### src/hw/rtl/ascii_number_frame_parser_macros.svh
// assertion macros shared by the frame parser modules
// each use expects clk and rst_n in scope
`ifndef ASCII_NUMBER_FRAME_PARSER_MACROS_SVH
`define ASCII_NUMBER_FRAME_PARSER_MACROS_SVH

`ifndef SYNTHESIS

// condition must hold at every clock edge out of reset
`define ANFP_ASSERT(label, cond, msg) \
    label: assert property (@(posedge clk) disable iff (!rst_n) (cond)) \
        else $error(msg);

// when the trigger holds, the condition must hold at the next clock edge
`define ANFP_ASSERT_NEXT(label, trig, cond, msg) \
    label: assert property (@(posedge clk) disable iff (!rst_n) (trig) |=> (cond)) \
        else $error(msg);

`else

`define ANFP_ASSERT(label, cond, msg)
`define ANFP_ASSERT_NEXT(label, trig, cond, msg)

`endif

`endif

### src/hw/rtl/anfp_pkg.sv
package anfp_pkg;

    // byte codes the parser reacts to
    localparam logic [7:0] CH_AT    = 8'h40;
    localparam logic [7:0] CH_CARET = 8'h5E;
    localparam logic [7:0] CH_CR    = 8'h0D;
    localparam logic [7:0] CH_LF    = 8'h0A;
    localparam logic [7:0] CH_DOT   = 8'h2E;
    localparam logic [7:0] CH_PLUS  = 8'h2B;
    localparam logic [7:0] CH_MINUS = 8'h2D;
    localparam logic [7:0] CH_SPACE = 8'h20;
    localparam logic [7:0] CH_TAB   = 8'h09;
    localparam logic [7:0] CH_VT    = 8'h0B;
    localparam logic [7:0] CH_FF    = 8'h0C;
    localparam logic [7:0] CH_ZERO  = 8'h30;
    localparam logic [7:0] CH_NINE  = 8'h39;

    // acknowledge values saturate here
    localparam logic [7:0] ACK_MAX = 8'hFF;

    // frame kinds as reported on the result
    localparam logic KIND_PAIR = 1'b0;
    localparam logic KIND_ACK  = 1'b1;

    // byte class worked out by the front end
    typedef enum logic [3:0] {
        CLS_AT,
        CLS_CARET,
        CLS_CR,
        CLS_LF,
        CLS_DIGIT,
        CLS_BLANK,
        CLS_PLUS,
        CLS_MINUS,
        CLS_DOT,
        CLS_OTHER
    } class_t;

    // classified beat held in the queue
    typedef struct packed {
        class_t     cls;
        logic [3:0] digit;
    } beat_t;

endpackage

### src/hw/rtl/anfp_front.sv
module anfp_front (
    input  logic [7:0]      rx_byte,
    output anfp_pkg::beat_t beat
);

    // sort the byte into the classes the parser acts on
    always_comb
    begin
        beat.digit = rx_byte[3:0];
        priority if (rx_byte == anfp_pkg::CH_AT)
            beat.cls = anfp_pkg::CLS_AT;
        else if (rx_byte == anfp_pkg::CH_CARET)
            beat.cls = anfp_pkg::CLS_CARET;
        else if (rx_byte == anfp_pkg::CH_CR)
            beat.cls = anfp_pkg::CLS_CR;
        else if (rx_byte == anfp_pkg::CH_LF)
            beat.cls = anfp_pkg::CLS_LF;
        else if (rx_byte >= anfp_pkg::CH_ZERO && rx_byte <= anfp_pkg::CH_NINE)
            beat.cls = anfp_pkg::CLS_DIGIT;
        else if (rx_byte == anfp_pkg::CH_SPACE || rx_byte == anfp_pkg::CH_TAB
                 || rx_byte == anfp_pkg::CH_VT || rx_byte == anfp_pkg::CH_FF)
            beat.cls = anfp_pkg::CLS_BLANK;
        else if (rx_byte == anfp_pkg::CH_PLUS)
            beat.cls = anfp_pkg::CLS_PLUS;
        else if (rx_byte == anfp_pkg::CH_MINUS)
            beat.cls = anfp_pkg::CLS_MINUS;
        else if (rx_byte == anfp_pkg::CH_DOT)
            beat.cls = anfp_pkg::CLS_DOT;
        else
            beat.cls = anfp_pkg::CLS_OTHER;
    end

endmodule

### src/hw/rtl/anfp_queue.sv
`include "ascii_number_frame_parser_macros.svh"

module anfp_queue (
    input  logic            clk,
    input  logic            rst_n,
    input  logic            push,
    input  anfp_pkg::beat_t push_beat,
    output logic            full,
    input  logic            pop,
    output logic            pop_valid,
    output anfp_pkg::beat_t pop_beat
);

    localparam int DEPTH = 2;

    anfp_pkg::beat_t mem_reg [DEPTH];
    logic            wr_ptr_reg;
    logic            rd_ptr_reg;
    logic [1:0]      count_reg;

    assign full      = (count_reg == 2'(DEPTH));
    assign pop_valid = (count_reg != 2'd0);
    assign pop_beat  = mem_reg[rd_ptr_reg];

    // storage, no reset on payload
    always_ff @(posedge clk)
    begin
        if (push)
        begin
            mem_reg[wr_ptr_reg] <= push_beat;
        end
    end

    // pointers and fill count
    always_ff @(posedge clk or negedge rst_n)
    begin
        if (!rst_n)
        begin
            wr_ptr_reg <= 1'b0;
            rd_ptr_reg <= 1'b0;
            count_reg  <= 2'd0;
        end
        else
        begin
            if (push)
                wr_ptr_reg <= ~wr_ptr_reg;
            if (pop)
                rd_ptr_reg <= ~rd_ptr_reg;
            if (push && !pop)
                count_reg <= count_reg + 2'd1;
            else if (pop && !push)
                count_reg <= count_reg - 2'd1;
        end
    end

    `ANFP_ASSERT(a_count_bound, count_reg <= 2'(DEPTH), "queue fill count beyond depth")
    `ANFP_ASSERT_NEXT(a_count_up, push && !pop, count_reg == $past(count_reg) + 2'd1, "lost push")
    `ANFP_ASSERT(a_pop_nonempty, !pop || count_reg != 2'd0, "queue popped while empty")

endmodule

### src/hw/rtl/anfp_back.sv
`include "ascii_number_frame_parser_macros.svh"

module anfp_back #(
    parameter int MAX_FRAME_LEN = 100,
    parameter int VALUE_BITS    = 16
) (
    input  logic            clk,
    input  logic            rst_n,
    input  logic            q_valid,
    input  anfp_pkg::beat_t q_beat,
    output logic            q_pop,
    output logic            out_valid,
    input  logic            out_stall,
    output logic            frame_done,
    output logic            frame_kind,
    output logic [15:0]     first_value,
    output logic [15:0]     second_value,
    output logic [7:0]      ack_value
);

    localparam int CNT_W = $clog2(MAX_FRAME_LEN + 1);
    localparam int ACC_W = VALUE_BITS + 4;

    typedef enum logic [1:0] {
        PH_IDLE,
        PH_BODY,
        PH_WAIT_LF
    } phase_t;

    phase_t                phase_reg,       phase_next;
    logic                  type_reg,        type_next;
    logic [1:0]            fidx_reg,        fidx_next;
    logic [VALUE_BITS-1:0] acc1_reg,        acc1_next;
    logic [VALUE_BITS-1:0] acc2_reg,        acc2_next;
    logic [1:0]            dflags_reg,      dflags_next;
    logic                  sign_reg,        sign_next;
    logic [1:0]            neg_reg,         neg_next;
    logic                  broken_reg,      broken_next;
    logic [CNT_W-1:0]      count_reg,       count_next;
    logic [VALUE_BITS-1:0] held_first_reg,  held_first_next;
    logic [VALUE_BITS-1:0] held_second_reg, held_second_next;
    logic [7:0]            held_ack_reg,    held_ack_next;
    logic                  out_valid_reg,   out_valid_next;
    logic                  out_done_reg,    out_done_next;
    logic                  out_kind_reg,    out_kind_next;

    logic                  pop;
    logic [1:0]            field_bit;
    logic                  have_digit;
    logic                  is_blank;
    logic [ACC_W-1:0]      acc_ext;
    logic [ACC_W-1:0]      acc_prod;
    logic [VALUE_BITS-1:0] acc_sat;
    logic [7:0]            ack_sat;
    logic [VALUE_BITS+15:0] first_ext;
    logic [VALUE_BITS+15:0] second_ext;

    // take a beat whenever the result slot is free or being drained
    assign pop   = q_valid && (!out_valid_reg || !out_stall);
    assign q_pop = pop;

    // digit accumulate with saturation at the value range
    assign acc_ext  = {4'd0, (fidx_reg == 2'd0) ? acc1_reg : acc2_reg};
    assign acc_prod = (acc_ext << 3) + (acc_ext << 1)
                    + {{VALUE_BITS{1'b0}}, q_beat.digit};
    assign acc_sat  = (|acc_prod[ACC_W-1:VALUE_BITS]) ? {VALUE_BITS{1'b1}}
                                                      : acc_prod[VALUE_BITS-1:0];

    // acknowledge value clipped to a byte
    assign ack_sat = (acc1_reg > VALUE_BITS'(anfp_pkg::ACK_MAX)) ? anfp_pkg::ACK_MAX
                                                                 : acc1_reg[7:0];

    assign field_bit  = (fidx_reg == 2'd0) ? 2'b01 : 2'b10;
    assign have_digit = |(dflags_reg & field_bit);
    assign is_blank   = (q_beat.cls == anfp_pkg::CLS_BLANK)
                     || (q_beat.cls == anfp_pkg::CLS_LF);

    // parser step for one beat
    always_comb
    begin
        phase_next       = phase_reg;
        type_next        = type_reg;
        fidx_next        = fidx_reg;
        acc1_next        = acc1_reg;
        acc2_next        = acc2_reg;
        dflags_next      = dflags_reg;
        sign_next        = sign_reg;
        neg_next         = neg_reg;
        broken_next      = broken_reg;
        count_next       = count_reg;
        held_first_next  = held_first_reg;
        held_second_next = held_second_reg;
        held_ack_next    = held_ack_reg;
        out_done_next    = out_done_reg;
        out_kind_next    = out_kind_reg;
        out_valid_next   = out_valid_reg && out_stall;

        if (pop)
        begin
            out_valid_next = 1'b1;
            out_done_next  = 1'b0;
            out_kind_next  = anfp_pkg::KIND_PAIR;
            unique case (phase_reg)
                PH_IDLE:
                begin
                    if (q_beat.cls == anfp_pkg::CLS_AT || q_beat.cls == anfp_pkg::CLS_CARET)
                    begin
                        phase_next  = PH_BODY;
                        type_next   = (q_beat.cls == anfp_pkg::CLS_CARET) ? anfp_pkg::KIND_ACK
                                                                          : anfp_pkg::KIND_PAIR;
                        fidx_next   = 2'd0;
                        acc1_next   = '0;
                        acc2_next   = '0;
                        dflags_next = 2'b00;
                        sign_next   = 1'b0;
                        neg_next    = 2'b00;
                        broken_next = 1'b0;
                        count_next  = '0;
                    end
                end
                PH_BODY:
                begin
                    if (q_beat.cls == anfp_pkg::CLS_CR)
                    begin
                        phase_next = PH_WAIT_LF;
                    end
                    else if (count_reg < CNT_W'(MAX_FRAME_LEN))
                    begin
                        count_next = count_reg + CNT_W'(1);
                        if (!broken_reg && fidx_reg < 2'd2)
                        begin
                            priority if (q_beat.cls == anfp_pkg::CLS_DIGIT)
                            begin
                                if (fidx_reg == 2'd0)
                                    acc1_next = acc_sat;
                                else
                                    acc2_next = acc_sat;
                                dflags_next = dflags_reg | field_bit;
                            end
                            else if (!have_digit)
                            begin
                                // leading blanks, one sign, else the body is broken
                                priority if (!sign_reg && is_blank)
                                begin
                                    sign_next = sign_reg;
                                end
                                else if (!sign_reg && (q_beat.cls == anfp_pkg::CLS_PLUS
                                         || q_beat.cls == anfp_pkg::CLS_MINUS))
                                begin
                                    sign_next = 1'b1;
                                    if (q_beat.cls == anfp_pkg::CLS_MINUS)
                                        neg_next = neg_reg | field_bit;
                                end
                                else
                                begin
                                    broken_next = 1'b1;
                                end
                            end
                            else if (fidx_reg == 2'd0 && type_reg == anfp_pkg::KIND_PAIR
                                     && q_beat.cls == anfp_pkg::CLS_DOT)
                            begin
                                fidx_next = 2'd1;
                                sign_next = 1'b0;
                            end
                            else
                            begin
                                fidx_next = 2'd2;
                            end
                        end
                    end
                end
                PH_WAIT_LF:
                begin
                    if (q_beat.cls == anfp_pkg::CLS_LF)
                    begin
                        out_done_next = 1'b1;
                        out_kind_next = type_reg;
                        phase_next    = PH_IDLE;
                        if (type_reg == anfp_pkg::KIND_PAIR)
                        begin
                            if (dflags_reg[0])
                                held_first_next = neg_reg[0] ? '0 : acc1_reg;
                            if (dflags_reg[0] && dflags_reg[1])
                                held_second_next = neg_reg[1] ? '0 : acc2_reg;
                        end
                        else if (dflags_reg[0])
                        begin
                            held_ack_next = neg_reg[0] ? 8'd0 : ack_sat;
                        end
                    end
                end
                default:
                begin
                    phase_next = PH_IDLE;
                end
            endcase
        end
    end

    // parser state and result registers
    always_ff @(posedge clk or negedge rst_n)
    begin
        if (!rst_n)
        begin
            phase_reg       <= PH_IDLE;
            type_reg        <= 1'b0;
            fidx_reg        <= 2'd0;
            acc1_reg        <= '0;
            acc2_reg        <= '0;
            dflags_reg      <= 2'b00;
            sign_reg        <= 1'b0;
            neg_reg         <= 2'b00;
            broken_reg      <= 1'b0;
            count_reg       <= '0;
            held_first_reg  <= '0;
            held_second_reg <= '0;
            held_ack_reg    <= 8'd0;
            out_valid_reg   <= 1'b0;
            out_done_reg    <= 1'b0;
            out_kind_reg    <= 1'b0;
        end
        else
        begin
            phase_reg       <= phase_next;
            type_reg        <= type_next;
            fidx_reg        <= fidx_next;
            acc1_reg        <= acc1_next;
            acc2_reg        <= acc2_next;
            dflags_reg      <= dflags_next;
            sign_reg        <= sign_next;
            neg_reg         <= neg_next;
            broken_reg      <= broken_next;
            count_reg       <= count_next;
            held_first_reg  <= held_first_next;
            held_second_reg <= held_second_next;
            held_ack_reg    <= held_ack_next;
            out_valid_reg   <= out_valid_next;
            out_done_reg    <= out_done_next;
            out_kind_reg    <= out_kind_next;
        end
    end

    // held values only move on a pop, so they stand as the result payload
    assign first_ext    = {16'd0, held_first_reg};
    assign second_ext   = {16'd0, held_second_reg};
    assign out_valid    = out_valid_reg;
    assign frame_done   = out_done_reg;
    assign frame_kind   = out_kind_reg;
    assign first_value  = first_ext[15:0];
    assign second_value = second_ext[15:0];
    assign ack_value    = held_ack_reg;

    `ANFP_ASSERT(a_field_range, fidx_reg != 2'd3, "field index out of range")
    `ANFP_ASSERT(a_count_bound, count_reg <= CNT_W'(MAX_FRAME_LEN), "body count past bound")
    `ANFP_ASSERT(a_kind_needs_done, !out_kind_reg || out_done_reg, "ack kind without done")

endmodule

### src/hw/rtl/ascii_number_frame_parser.sv
// Parses '@' pair frames ("n.n." CR LF) and '^' acknowledge frames ("n." CR LF) from a
// stream of received bytes, one beat per byte in and one result beat per byte out.
// Every byte gives a result: frame_done marks the LF that closed a frame and frame_kind
// tells which kind, while the value outputs always show the latest held numbers.
// The block takes one byte per clock cycle when the result side keeps up; a byte's result
// is offered once the classified byte has entered the two-entry queue at the accepting
// edge and the parser step, with its single digit multiply-accumulate, has registered the
// result as the byte leaves the queue. While the result side stalls the queue keeps taking
// beats until both entries are held: one more beat when the stream was flowing, two when
// the queue was empty.

`include "ascii_number_frame_parser_macros.svh"

module ascii_number_frame_parser #(
    parameter int MAX_FRAME_LEN = 100,
    parameter int VALUE_BITS    = 16
) (
    input  logic        clk,
    input  logic        rst_n,
    input  logic        in_valid,
    output logic        in_stall,
    input  logic [7:0]  rx_byte,
    output logic        out_valid,
    input  logic        out_stall,
    output logic        frame_done,
    output logic        frame_kind,
    output logic [15:0] first_value,
    output logic [15:0] second_value,
    output logic [7:0]  ack_value
);

    anfp_pkg::beat_t front_beat;
    anfp_pkg::beat_t q_beat;
    logic            q_full;
    logic            q_valid;
    logic            q_pop;
    logic            push;

    // input side stalls only on a full queue
    assign in_stall = q_full;
    assign push     = in_valid && !q_full;

    anfp_front u_front (
        .rx_byte (rx_byte),
        .beat    (front_beat)
    );

    anfp_queue u_queue (
        .clk       (clk),
        .rst_n     (rst_n),
        .push      (push),
        .push_beat (front_beat),
        .full      (q_full),
        .pop       (q_pop),
        .pop_valid (q_valid),
        .pop_beat  (q_beat)
    );

    anfp_back #(
        .MAX_FRAME_LEN (MAX_FRAME_LEN),
        .VALUE_BITS    (VALUE_BITS)
    ) u_back (
        .clk          (clk),
        .rst_n        (rst_n),
        .q_valid      (q_valid),
        .q_beat       (q_beat),
        .q_pop        (q_pop),
        .out_valid    (out_valid),
        .out_stall    (out_stall),
        .frame_done   (frame_done),
        .frame_kind   (frame_kind),
        .first_value  (first_value),
        .second_value (second_value),
        .ack_value    (ack_value)
    );

endmodule
### config.mk
export PLATFORM = sky130hd
export DESIGN_NAME = ascii_number_frame_parser
export DESIGN_NICKNAME = d
export VERILOG_FILES = /design/src/hw/rtl/anfp_pkg.sv /design/src/hw/rtl/anfp_front.sv /design/src/hw/rtl/anfp_queue.sv /design/src/hw/rtl/anfp_back.sv /design/src/hw/rtl/ascii_number_frame_parser.sv
export VERILOG_INCLUDE_DIRS = /design/src /design/src/hw/rtl
export SDC_FILE = /design/constraint.sdc
export NUM_CORES = 1
export LEC_CHECK = 0
export ABC_CLOCK_PERIOD_IN_PS = 4620
export BUFFER_PORTS_ARGS = -buffer_cell sky130_fd_sc_hd__buf_2
export CAP_MARGIN = 15
export CORE_ASPECT_RATIO = 1.4
export CORE_MARGIN = 5
export CORE_UTILIZATION = 61
export CTS_BUF_LIST = sky130_fd_sc_hd__clkbuf_16
export CTS_CLUSTER_DIAMETER = 30
export DETAILED_ROUTE_END_ITERATION = 10
export PLACE_DENSITY = 0.77
export SETUP_SLACK_MARGIN = 0.1
export SLEW_MARGIN = 25
export SYNTH_ARGS = -nofsm -noshare
export SYNTH_HDL_FRONTEND = slang
export SYNTH_SLANG_ARGS = --single-unit
### constraint.sdc
create_clock -name clk -period 4.62 [get_ports clk]
set_input_delay 0.231 -clock clk [delete_from_list [all_inputs] [get_ports clk]]
set_output_delay 0.231 -clock clk [all_outputs]
set_load 0.01 [all_outputs]
Word level (Yosys, flattened, before mapping)
Memory sizes are Yosys's and may differ from the RTL's.
Index checks and enable logic that the tools add are counted.
{ "classes": {"addsub": 5, "magnitude_cmp": 5, "eq_ne": 41, "mux": 87, "bitwise_logic": 6, "n_reduce_logical": 47} }
{ "op_table": {"columns": ["operator", "n"], "rows": [
  ["two-way mux 16 bit", 15],
  ["case mux 16 bit (2 select lines)", 2],
  ["two-way mux 2 bit", 25],
  ["== test 8 x 4 -> 1 bit (second input constant)", 5],
  ["== test 8 x 6 -> 1 bit (second input constant)", 4],
  ["two-way mux 4 bit", 8],
  ["two-way mux 1 bit", 25],
  ["AND reduction 8 bit", 3],
  ["two-way mux 7 bit", 3],
  ["adder 19 x 17 -> 20 bit", 1],
  ["adder 20 x 4 -> 20 bit", 1],
  ["!= test 2 x 1 -> 1 bit (second input constant)", 10],
  ["AND reduction 10 bit", 2],
  ["AND reduction 5 bit", 4],
  ["== test 4 x 3 -> 1 bit (second input constant)", 4],
  ["== test 8 x 7 -> 1 bit (second input constant)", 2],
  ["> comparator 16 x 8 -> 1 bit (second input constant)", 1],
  ["two-way mux 8 bit", 2],
  ["case mux 7 bit (2 select lines)", 1],
  ["logical AND 1 bit", 12],
  ["!= test 2 bit (second input constant)", 6],
  ["case mux 2 bit (2 select lines)", 3],
  ["AND reduction 11 bit", 1],
  ["== test 4 x 2 -> 1 bit (second input constant)", 2],
  ["other kinds (29)", 49]
]} }
{ "totals": {"register_bits": 97, "ramBits": 16, "in_bits": 12, "wordCells": 211, "n_memories": 1} }
{ "mem_list": {"columns": ["name", "depth", "width", "rd", "rd_clocked_by_memory_dff", "write_ports", "line", "text"], "rows": [
  ["u_queue.mem_reg", 2, 8, 1, 0, 1, "anfp_queue.sv:16", "anfp_pkg::beat_t mem_reg [DEPTH];"]
]} }

Longest topological paths before layout
Gate-level depths: netlist of the first run.
{ "logic_depth": {"ltp_word": 12, "mapped_depth": 15, "ltp_nobuf": 13} }

Hierarchy
From an unflattened synthesis of the first run, not the netlist that was laid out.
{ "hier_totals": {"cells_unflattened": 673, "hier_area_um2": 6511.2} }
{ "modules_own_cells": {"columns": ["mod", "n_inst", "cells_each", "area_per_inst_um2", "seq_area_each_um2"], "rows": [
  ["anfp_back", 1, 589, 5427.7, 2327.2],
  ["anfp_queue", 1, 41, 803.3, 580.6],
  ["anfp_front", 1, 42, 266.5, 0.0],
  ["ascii_number_frame_parser", 1, 1, 13.8, 0.0]
]} }

Worst setup path before layout of the first run
OpenSTA, ideal clock, no wires.
{ "synth_timing": {"path_type": "reg2reg", "startpoint": "reg u_back.fidx_reg[0]", "endpoint": "reg u_back.acc2_reg[1]", "arrival_ns": 3.691, "setup_slack_ns": 0.804, "stages_incl_launch_ff": 15, "n_path_buf": 2, "period_less_slack_ns": 3.816, "cell_sequence": "dfrtp_1 or2_1 buf_2 mux2_2 inv_1 fa_1 fa_1 nand2b_1 a211oi_1 nor3_1 o311ai_1 o2111ai_1 a311oi_4 buf_6 o21ai_2"} }
{ "synth_via": {"elab_chain_len": 12, "elab_cells_between_ends": 17, "cone_classes": "add/sub (2); order compare (1); eq/ne (2); mux (8); reduce/logical (4)"} }
{ "synth_rtl": {"columns": ["item", "line", "text"], "rows": [
  ["start, declared", "anfp_back.sv:32", "logic [1:0] fidx_reg, fidx_next;"],
  ["start signal, assigned", "anfp_back.sv:226", "fidx_reg <= fidx_next;"],
  ["logical NOT 2 bit", "anfp_back.sv:63, anfp_back.sv:134", null],
  ["two-way mux 16 bit", "anfp_back.sv:63", "assign acc_ext = {4'd0, (fidx_reg == 2'd0) ? acc1_reg : acc2_reg};"],
  ["adder 19 x 17 -> 20 bit", "anfp_back.sv:64", "assign acc_prod = (acc_ext << 3) + (acc_ext << 1)"],
  ["adder 20 x 4 -> 20 bit", "anfp_back.sv:65", "+ {{VALUE_BITS{1'b0}}, q_beat.digit};"],
  ["OR reduction 4 bit", "anfp_back.sv:66", "assign acc_sat = (|acc_prod[ACC_W-1:VALUE_BITS]) ? {VALUE_BITS{1'b1}}"],
  ["two-way mux 16 bit", "anfp_back.sv:66", null],
  ["two-way mux 16 bit", "anfp_back.sv:134", "if (fidx_reg == 2'd0)"],
  ["two-way mux 16 bit", "anfp_back.sv:132", "priority if (q_beat.cls == anfp_pkg::CLS_DIGIT)"],
  ["two-way mux 16 bit", "anfp_back.sv:130", "if (!broken_reg && fidx_reg < 2'd2)"],
  ["two-way mux 16 bit", "anfp_back.sv:127", "else if (count_reg < CNT_W'(MAX_FRAME_LEN))"],
  ["two-way mux 16 bit", "anfp_back.sv:123", "if (q_beat.cls == anfp_pkg::CLS_CR)"],
  ["case mux 16 bit (2 select lines)", "anfp_back.sv:103", "unique case (phase_reg)"],
  ["end signal, assigned", "anfp_back.sv:228", "acc2_reg <= acc2_next;"],
  ["end, declared", "anfp_back.sv:34", "logic [VALUE_BITS-1:0] acc2_reg, acc2_next;"]
]} }
Parallel ways exist; a longest one is shown, timed or not. The select of a mux whose other input is x is not followed.
A chain may end at the register's enable or synchronous reset.

Worst setup path in the final report of the first run
{ "layout_timing": {"startpoint": "reg u_queue.rd_ptr_reg", "endpoint": "reg u_back.acc1_reg[4]"} }
{ "layout_via": {"elab_chain_len": 10, "elab_cells_between_ends": 19, "cone_classes": "add/sub (1); eq/ne (6); mux (7); reduce/logical (4); memory (1)"} }
{ "layout_rtl": {"columns": ["item", "line", "text"], "rows": [
  ["start, declared", "anfp_queue.sv:18", "logic rd_ptr_reg;"],
  ["start signal, assigned", "anfp_queue.sv:48", "rd_ptr_reg <= ~rd_ptr_reg;"],
  ["memory read (2 x 8 bit) (*)", null, null],
  ["adder 20 x 4 -> 20 bit", "anfp_back.sv:65", null],
  ["OR reduction 4 bit", "anfp_back.sv:66", null],
  ["two-way mux 16 bit", "anfp_back.sv:66", null],
  ["two-way mux 16 bit", "anfp_back.sv:134", null],
  ["two-way mux 16 bit", "anfp_back.sv:132", null],
  ["two-way mux 16 bit", "anfp_back.sv:130", null],
  ["two-way mux 16 bit", "anfp_back.sv:127", null],
  ["two-way mux 16 bit", "anfp_back.sv:123", null],
  ["case mux 16 bit (2 select lines)", "anfp_back.sv:103", null],
  ["end signal, assigned", "anfp_back.sv:227", "acc1_reg <= acc1_next;"],
  ["end, declared", "anfp_back.sv:33", "logic [VALUE_BITS-1:0] acc1_reg, acc1_next;"]
]} }
Mark *: on every way between the ends. The rest lies on a longest branch, timed or not. The select of a mux whose other input is x is not followed.

==> results of run 1 <==
-- worst max-delay path, delay by kind of cell, from the launching register on --
family	cells	cell delay (ns)
adder cells (fa/ha/maj)	3	0.87
AO/OA/AOI/OAI	5	1.43
multiplexers	1	0.41
buffers and inverters	2	0.31
AND/OR/NAND/NOR	2	0.30
flip-flops	1	0.72
-- cells in the mapped netlist, types with 6 or more instances --
library cell / instances
edfxtp_1: 16
o21ai_1: 24
clkbuf_1: 21
a22oi_1: 7
xnor2_1: 8
nand2b_1: 42
nand2_1: 76
o21ai_0: 60
mux2_2: 18
and3_1: 10
o211ai_1: 6
a21oi_1: 38
mux2i_1: 6
nand3_1: 7
dfrtp_1: 97
nor2_1: 56
o31ai_1: 12
inv_1: 16
a31oi_1: 12
o21ai_2: 11
xor2_1: 8
buf_2: 10
a21o_1: 6
ha_1: 33
nor3_1: 11
o21a_1: 9
-- cells by family after synthesis --
group | Yosys count | share of synthesized area, %
AND/OR/NAND/NOR | 241 | 17.8
AO/OA/AOI/OAI | 224 | 22.0
flip-flops | 113 | 43.5
buffers and inverters | 55 | 3.69
adder cells (fa/ha/maj) | 35 | 6.78
multiplexers | 25 | 4.14
XOR/XNOR | 16 | 2.10
-- area by class of cell --
class | count | area (sq um)
well taps | 141 | 176
clock inverters | 15 | 155
multi-input cells | 541 | 3530
flip-flops and latches | 113 | 2910
fillers | 831 | 3200
repair buffers | 62 | 353
clock buffers | 17 | 425
inverters | 17 | 63.8
-- layer usage --
layer | share of wire (%) | up-vias
met5 | 0 | -
met4 | 2.3 | 0
met3 | 5.6 | 36
met2 | 52 | 214
met1 | 40 | 2742
li1 | - | 2655
-- path summary, 6_finish.rpt --
path                                startpoint                      end  slack [ns]  depth (start not counted)
max                         u_queue.rd_ptr_reg       u_back.acc1_reg[4]        0.38                         13
min                                  out_stall         u_back.out_valid        0.06                          2
max reg2reg                 u_queue.rd_ptr_reg       u_back.acc1_reg[4]        0.38                         13
min reg2reg                u_back.ack_value[5]      u_back.ack_value[5]        0.48                          2
max in group asynchronous                rst_n        u_back.frame_done        3.19                          3
min in group asynchronous                rst_n  u_back.second_value[10]        0.37                          2
-- through the flow --
step | utilization [%] | setup slack, ns | hold slack (ns) | instances | area [sq um]
finish | 70.4 | 0.380 | 0.0597 | 906 | 7610
global route | 70.4 | 0.165 | 0.0813 | 906 | 7610
CTS | 70.3 | 0.402 | 0.0572 | 905 | 7600
detailed placement | 64.8 | 0.439 | 0.276 | 872 | 7010
global placement | 64.8 | 0.578 | 0.271 | 872 | 7010
floorplan | - | 0.804 | -0.0646 | 709 | 6690
-- repair_timing --
item                                   4_1_cts  5_1_grt
gates resized for setup                      0        0
buffers inserted                             0        0
endpoints found under the hold margin       49        0
hold buffers                                 1        0
-- placed cells by master (no fill, tap or decap), drive strengths merged, types with 6 or more instances in the layout --
cell type and count:
a21oi 39, edfxtp 16, o31ai 12, buf 61
o211ai 6, and3 10, nand2b 42, or2 6
o21a 10, mux2 18, clkbuf 17, nand2 76
o21ai 95, xnor2 8, a21o 6, nand3 7
dfrtp 97, inv 21, nor2 57, xor2 8
a31oi 12, a22oi 7, nor3 12, ha 33
mux2i 7
==> results.cfg, run 1 <==
[sta]
setup_violations = 0
fmax_ghz = 0.236
timing.final.crit_period_ns = 4.24
hold_violations = 0
final.setup.tns_ns = 0
timing.clock.skew_ns = 0.00734
layout_worst_path_cycle_share_pct = 91.8
worst-slew-pin-transition_ns = 0.982
maxSlewHeadroom_pct = 34.4
grt_setup_unrepaired = false
maxSlewViolCount = 0

[clock_network]
skew_pair_late_insertion_delay_ns = 0.41
cts_buffer_depth = 2
clkTransAtPathRegs_ns = 0.05
clock_sink_count = 113
cts_tree = yes
root_buffer = clkbuf_16
cts_inserted_buffers = 17
ctsHtreeMaxLevel = 4

[worst_setup_path]
worst-endpoint-required_ns = 4.86
timing.critical_path.cells = mux2_2 -> ha_1 -> ha_1 -> inv_1 -> fa_1 -> nand2b_1 -> a211oi_1 -> nor3_1 -> o311ai_1 -> o2111ai_1 -> a311oi_4 -> buf_12 -> a31oi_1
crit_path_max_incr_delay_ns = 0.72
worstSetupEndpointType = register
cp_slowest_cell = dfrtp_1
critical_path.max_fanout = 32
timing.setup.critical_path_class = reg -> reg
path_common_cell = ha_1
timing.critical_path.arrival_ns = 4.48
crit_path_start_kind = register

[detailed_routing]
routed_via_density = 6.23
drt_pre_antenna_iters = 5
vias = 5647
drt_iter0_markers = 359
ant_nets = 0
post_drt_wl_per_cell_microns = 17.7
drc = 0
detail_route.wirelength_mm = 16.0

[placement]
numPortBuffers = 55
final_gp_congestion = 0.932
dp_hpwl_mm = 11.4

[synth]
yosysTopAreaCellShare_pct = 36.3
post_synth_num_cell_types = 74
yosys_most_used_dff = dfrtp_1
synth.yosys.warnings = 0
synth_top_area_cell = dfrtp_1
synth.yosys.seq_area_share_pct = 43.5
syn_area_per_cell_sq_um = 9.43
netlist_area_sq_um = 6690
biggest_area_contributors_in_the_synthesized_netlist = dfrtp_1 (36%), edfxtp_1 (7.2%), ha_1 (6.2%), o21ai_0 (4.5%), nand2_1 (4.3%)
asyncSetResetFlopFracSynth_pct = 85.8
count_of_flip_flops_with_a_built_in_enable_after_synthesis = 16
number_of_standard_cells_after_synthesis = 709
ys_ff_latch = 113
postSynthNetCount = 756

[finish]
layout-area-overhead-vs-synth_pct = 13.9
final_nets = 799
final_layout_size_suffix_gt1_share_pct = 17.6
antenna_cells = 0

[global_route]
groute.usage.overall_pct = 24.8
groute.layer.met1.usage_pct = 29.3
gr-usage-met2_pct = 43.3
grt_use_met3_pct = 5.41
wire_length_of_the_first_global_routing_pass_mm = 26.7
total_gr_overflow = 0
grt_max_degree = 51
antenna_found_initial = 0
grt_pass1_vias = 5604
busiest_layer = met2

[floorplanning]
number_of_top_level_design_ports = 56
die_width_microns = 98.5
rows = 45
die_span_in_y_microns = 134
total_die_area_sq_um = 13200
initial_utilization_pct = 61.8
core_region_area_sq_um = 10800

[run]
max_cap_viol_count = 0

[run_status]
status = finished, final reports clean

[min_path]
worst_hold_path_type = in -> reg
Power of run 1 is not shown: default switching activity piles up to over one toggle a cycle in this logic, so the estimate is an artifact.
==> run 2: changes to the inputs <==
Settings changed: CORE_UTILIZATION 61 to 60, PLACE_DENSITY 0.77 to 0.76, SYNTH_HIERARCHICAL from default to 1.
==> results.cfg, run 2 <==
[detailed_routing]
routed_via_density = 6.08
drc = 0
drt_iter0_markers = 374
met2_length_mm = 7.67
met3_length_microns = 915
detail_route.wirelength_mm = 15.4
drt_pre_antenna_iters = 5
vias = 5296
drt-met1-wl_mm = 6.03
route.top_layer_used = met4
ant_nets = 0
post_drt_wl_per_cell_microns = 17.6

[floorplanning]
total_die_area_sq_um = 13100
number_of_top_level_design_ports = 56
core_region_area_sq_um = 10800
die_span_in_y_microns = 133
initial_utilization_pct = 60.5
die_width_microns = 98.0
rows = 45

[sta]
maxSlewViolCount = 0
setup_violations = 0
maxSlewHeadroom_pct = 40.4
timing.clock.skew_ns = 0.0105
timing.final.crit_period_ns = 4.19
grt_setup_unrepaired = false
final.hold.worst_slack_ns = 0.0416
layout_worst_path_cycle_share_pct = 90.7
hold_violations = 0
fmax_ghz = 0.239
worst-slew-pin-transition_ns = 0.892
final.setup.tns_ns = 0

[worst_setup_path]
cp_slowest_cell = a21oi_4
crit_path_start_kind = register
path_common_cell = ha_1
worst-endpoint-required_ns = 4.87
worstSetupEndpointType = register
timing.critical_path.arrival_ns = 4.44
critical_path.max_fanout = 16
crit_path_max_incr_delay_ns = 0.47
number_of_buffers_and_inverters_on_the_critical_path = 1
worst_path_dominant_cell_family = compound AO/OA/AOI/OAI gates
timing.critical_path.cells = nor2_1 -> buf_4 -> mux2_2 -> ha_1 -> ha_1 -> a21oi_1 -> o21bai_1 -> o211a_1 -> or4_4 -> a21oi_4 -> a31oi_1
timing.setup.critical_path_class = reg -> reg

[finish]
final_nets = 764
fillCellCount = 819
final_core_util_pct = 68.9
mostFrequentLayoutCell = dfrtp_1
final_cell_mix = dfrtp_1 (97), o21ai_0 (86), nand2_1 (81)
layout-area-overhead-vs-synth_pct = 13.9
final_cell_area_sq_um = 7410
antenna_cells = 0
final_layout_size_suffix_gt1_share_pct = 17.8

[pwr]
power_leakage_nw = 3.46
p_total_w = 0.00414
power.density_nw_per_um2 = 558
peakVddDrop_mv = 0.291

[synth]
yosys-top-cells-count = dfrtp_1 (97), o21ai_0 (86), nand2_1 (81), nand2b_1 (41), a31oi_1 (37)
yosys_most_used_dff = dfrtp_1
count_of_flip_flops_with_a_built_in_enable_after_synthesis = 16
number_of_standard_cells_after_synthesis = 673
netlist_area_sq_um = 6510
biggest_area_contributors_in_the_synthesized_netlist = dfrtp_1 (37%), edfxtp_1 (7.4%), o21ai_0 (6.6%), ha_1 (6.3%), nand2_1 (4.7%)
yosysTopAreaCellShare_pct = 37.3
syn_area_per_cell_sq_um = 9.67
asyncSetResetFlopFracSynth_pct = 85.8
post_synth_num_cell_types = 72
synth.yosys.seq_area_share_pct = 44.7
synthMostInstantiatedCell = dfrtp_1
postSynthNetCount = 720
synth.yosys.warnings = 6
ys_ff_latch = 113
synth_top_area_cell = dfrtp_1

[clock_network]
postCtsHoldBufs = 1
ctsHtreeMaxLevel = 4
skew_pair_late_insertion_delay_ns = 0.41
cts_buffer_depth = 2
clkTransAtPathRegs_ns = 0.05
cts-resized-gates = 0
cts_inserted_buffers = 17
post_cts.repair.setup_buffers = 0
clock_sink_count = 113
cts_tree = yes
root_buffer = clkbuf_16

[placement]
dp_hpwl_mm = 11.1
post_dp_cell_area_sq_um = 6810
final_gp_congestion = 0.952
numPortBuffers = 55

[global_route]
antenna_found_initial = 0
wire_length_of_the_first_global_routing_pass_mm = 25.2
total_gr_overflow = 0
grt_max_degree = 55
groute.usage.overall_pct = 24.1
grt_pass1_vias = 5195

[run_status]
status = finished, final reports clean

[min_path]
worst_hold_path_type = in -> reg

[run]
max_cap_viol_count = 0
## run 2: changes by cell type after synthesis, sizes merged, moves of 6 or more
cell   change
xor2       +6
a21oi     -12
o21a       -6
and3       -8
a31oi     +25
nor2      -20
## run 2: per-stage QoR
step / cells / setup WS [ns]
2_1_floorplan: 673 / 0.717
3_3_place_gp: 838 / 0.647
3_5_place_dp: 838 / 0.503
4_1_cts: 871 / 0.524
5_1_grt: 871 / 0.222
6_report: 871 / 0.430
## run 2: metal layers
layer / global-route usage (%) / vias to the layer above
met4: 13.2 / 0
li1: - / 2520
met5: 0 / -
met1: 28.2 / 2509
met3: 5.45 / 46
met2: 40.8 / 221
## run 2: area by class of cell
type	count	area (sq um)	area share, %
Clock buffer	18	450	6.07
Clock inverter	14	135	1.82
Inverter	15	56.3	0.759
Multi-Input combinational cell	507	3350	45.2
Sequential cell	113	2910	39.2
Tap cell	141	176	2.38
Timing Repair Buffer	63	340	4.59
## run 2: path summary, 6_finish.rpt
check | end | from | slack (ns) | cells past startpoint
max | u_back/acc2_reg[5] | u_back/fidx_reg[0] | 0.43 | 11
min | u_back/out_valid | out_stall | 0.04 | 2
max reg2reg | u_back/acc2_reg[5] | u_back/fidx_reg[0] | 0.43 | 11
min reg2reg | u_back/ack_value[0] | u_back/ack_value[0] | 0.47 | 2
max in group asynchronous | u_back/phase_reg[0] | rst_n | 3.17 | 3
min in group asynchronous | u_back/second_value[10] | rst_n | 0.35 | 2
## run 2: logic make-up after synthesis
kind of cell,after synthesis,share of synthesized area [%]
AO/OA/AOI/OAI,206,19.4
XOR/XNOR,18,2.42
adder cells (fa/ha/maj),35,6.96
buffers and inverters,53,4.02
flip-flops,113,44.7
multiplexers,25,4.75
AND/OR/NAND/NOR,223,17.8
## run 2: power by group
group	leakage, nW	total [W]	switching, W	internal [W]
combinational	1.71	0.00147	0.000904	0.000568
sequential	1.47	0.00138	0.000208	0.00117
clock	0.289	0.00129	0.000465	0.000821
(Power assumes the default switching activity.)
==> run 3: changes to the inputs <==
Settings changed: ABC_AREA from default to 1, ABC_CLOCK_PERIOD_IN_PS 4620 to 3600, CORE_UTILIZATION 60 to 55, PLACE_DENSITY 0.76 to 0.73, SLEW_MARGIN 25 to 10.
Clock period 4.62 ns to 3.6 ns, I/O delays scaled along.
==> results.cfg, run 3 <==
[pwr]
flop_pwr_share_pct = 28.3
power_frac_clock_pct = 25.6
switching_power_summed_over_all_nets_w = 0.00281
combinationalPowerShare_pct = 46.1
power_switching_share_pct = 43.3
peakVddDrop_mv = 0.434
power.density_nw_per_um2 = 834
intPower_w = 0.00369
power_leakage_nw = 4.30

[sta]
timing.clock.skew_ns = 0.00652
layout_setup_ws_ns = 0.257
hold_violations = 0
layout_worst_path_cycle_share_pct = 92.9
grt_setup_unrepaired = false
setup_violations = 0
maxSlewHeadroom_pct = 32.9
timing.final.crit_period_ns = 3.34
worst-slew-pin-transition_ns = 1.01
maxSlewViolCount = 0
fmax_ghz = 0.299
final.setup.tns_ns = 0

[finish]
combined_area_of_the_multi_input_logic_cells_sq_um = 3320
final_cell_mix = nand2_1 (312), dfrtp_1 (97), inv_1 (94)
mostFrequentLayoutCell = nand2_1
fillCellCount = 1071
final_core_util_pct = 63.9
layout-area-overhead-vs-synth_pct = 14.9
register_area_sq_um = 2910
final_nets = 977
antenna_cells = 0
final_layout_size_suffix_gt1_share_pct = 16.9

[worst_setup_path]
crit_path_max_incr_delay_ns = 0.43
timing.setup.critical_path_class = reg -> reg
crit_path_start_kind = register
critical_path.max_fanout = 19
timing.critical_path.cells = nor2_4 -> buf_6 -> nand2_1 -> o21ai_2 -> inv_1 -> ha_1 -> ha_1 -> nand2_1 -> inv_1 -> nand2_1 -> nand2_1 -> a21oi_1 -> nand2_1 -> nand2_1 -> nand2_1 -> nor2_2 -> buf_6 -> nand3_1 -> nand3_1 -> nand2_1
path_common_cell = nand2_1
cp_slowest_cell = dfrtp_1
worst-endpoint-required_ns = 3.89
timing.critical_path.arrival_ns = 3.63
worstSetupEndpointType = register

[clock_network]
root_buffer = clkbuf_16
cts_buffer_depth = 2
skew_pair_late_insertion_delay_ns = 0.40
cts_tree = yes
cts_inserted_buffers = 17
ctsHtreeMaxLevel = 4
clkTransAtPathRegs_ns = 0.05
clock_sink_count = 113

[run_status]
status = finished, final reports clean

[synth]
count_of_flip_flops_with_a_built_in_enable_after_synthesis = 16
post_synth_num_cell_types = 41
netlist_area_sq_um = 6780
synth_top_area_cell = dfrtp_1
synth.yosys.seq_area_share_pct = 42.9
biggest_area_contributors_in_the_synthesized_netlist = dfrtp_1 (36%), nand2_1 (17%), edfxtp_1 (7.1%), nand3_1 (6.4%), ha_1 (6.1%)
postSynthNetCount = 917
yosysTopAreaCellShare_pct = 35.8
asyncSetResetFlopFracSynth_pct = 85.8
ys_ff_latch = 113
yosys_most_used_dff = dfrtp_1
yosys-top-cells-count = nand2_1 (314), dfrtp_1 (97), inv_1 (93), nand3_1 (86), nor2_1 (45)
synth.yosys.warnings = 6
synthMostInstantiatedCell = nand2_1
syn_area_per_cell_sq_um = 7.79
number_of_standard_cells_after_synthesis = 870

[min_path]
worst_hold_path_type = in -> reg

[floorplanning]
initial_utilization_pct = 55.6
rows = 48
die_width_microns = 104
number_of_top_level_design_ports = 56
die_span_in_y_microns = 141
core_region_area_sq_um = 12200
total_die_area_sq_um = 14700

[placement]
numPortBuffers = 55
final_gp_congestion = 0.919
dp_hpwl_mm = 11.4
post-place-ws_ns = 0.236

[detailed_routing]
drc = 0
vias = 5806
detail_route.wirelength_mm = 15.8
post_drt_wl_per_cell_microns = 14.5
routed_via_density = 5.31
drt_iter0_markers = 417
ant_nets = 0
drt_pre_antenna_iters = 7

[global_route]
total_gr_overflow = 0
grt_pass1_vias = 5540
wire_length_of_the_first_global_routing_pass_mm = 26.5
groute.usage.overall_pct = 22.0
grt_max_degree = 81
antenna_found_initial = 0

[run]
max_cap_viol_count = 0
==> run 3: final cells by class <==
type	count	area share [%]
flip-flops and latches	113	37.3
multi-input cells	629	42.6
well taps	150	2.41
clock buffers	17	5.46
repair buffers	68	5.13
clock inverters	15	2.12
inverters	101	4.93
==> run 3: per-stage QoR <==
step | power, W | area, sq um | cells | hold slack, ns
after floorplan | 0.00400 | 6780 | 870 | -0.116
final | 0.00650 | 7790 | 1093 | 0.0526
after global placement | 0.00465 | 7100 | 1056 | 0.396
after global routing | 0.00696 | 7790 | 1093 | 0.0538
after detailed placement | 0.00469 | 7100 | 1056 | 0.408
after CTS | 0.00640 | 7710 | 1090 | 0.0414
==> run 3: kinds of logic after synthesis <==
| group | count (synthesis) | share of synthesized area (%) |
|---|---|---|
| AND/OR/NAND/NOR | 494 | 31.4 |
| multiplexers | 8 | 1.77 |
| buffers and inverters | 128 | 8.66 |
| flip-flops | 113 | 42.9 |
| adder cells (fa/ha/maj) | 35 | 6.69 |
| XOR/XNOR | 12 | 1.55 |
| AO/OA/AOI/OAI | 80 | 6.96 |
==> run 3: layer usage <==
layer  up-vias  GRT usage [%]  wire (microns)
met4         0           10.4             618
met1      2678           25.0            6100
met5         -              0               0
li1       2911              -               -
met3        42           3.64             657
met2       175           40.2            8430
==> run 3: power by group through the flow <==
stage | logic (W) | registers, W | clock network, W
2_1_floorplan | 0.00222 | 0.00178 | 0
3_3_place_gp | 0.00281 | 0.00184 | 0
3_5_place_dp | 0.00284 | 0.00185 | 0
4_1_cts | 0.00288 | 0.00183 | 0.00169
5_1_grt | 0.00334 | 0.00187 | 0.00175
6_report | 0.00299 | 0.00184 | 0.00166
==> run 3: critical path, delay by kind of cell (launching register included) <==
family | cells | cell delay (ns)
and+or+nand+nor | 12 | 1.15
adders and majority gates | 2 | 0.69
buffers and inverters | 4 | 0.61
DFF | 1 | 0.43
AOI/OAI and AO/OA | 2 | 0.35
==> run 3: what timing repair did <==
item | 4_1_cts | 5_1_grt
hold buffers | 2 | 0
gates resized for setup | 0 | 16
buffers inserted | 0 | 2
setup endpoints to repair | 0 | 32
endpoints found under the hold margin | 80 | 0
==> run 3: path summary, 6_finish.rpt <==
kind,start,end,slack (ns),cells past startpoint
worst min-delay path,rx_byte[3],u_queue/mem_reg[1][3],0.05,1
worst min register to register,u_back/neg_reg[1],u_back/second_value[0],0.45,1
worst max-delay path,u_back/fidx_reg[1],u_back/acc1_reg[8],0.26,20
max in group asynchronous,rst_n,u_back/second_value[7],2.32,3
worst max register to register,u_back/fidx_reg[1],u_back/acc1_reg[8],0.26,20
min in group asynchronous,rst_n,u_back/second_value[11],0.48,2
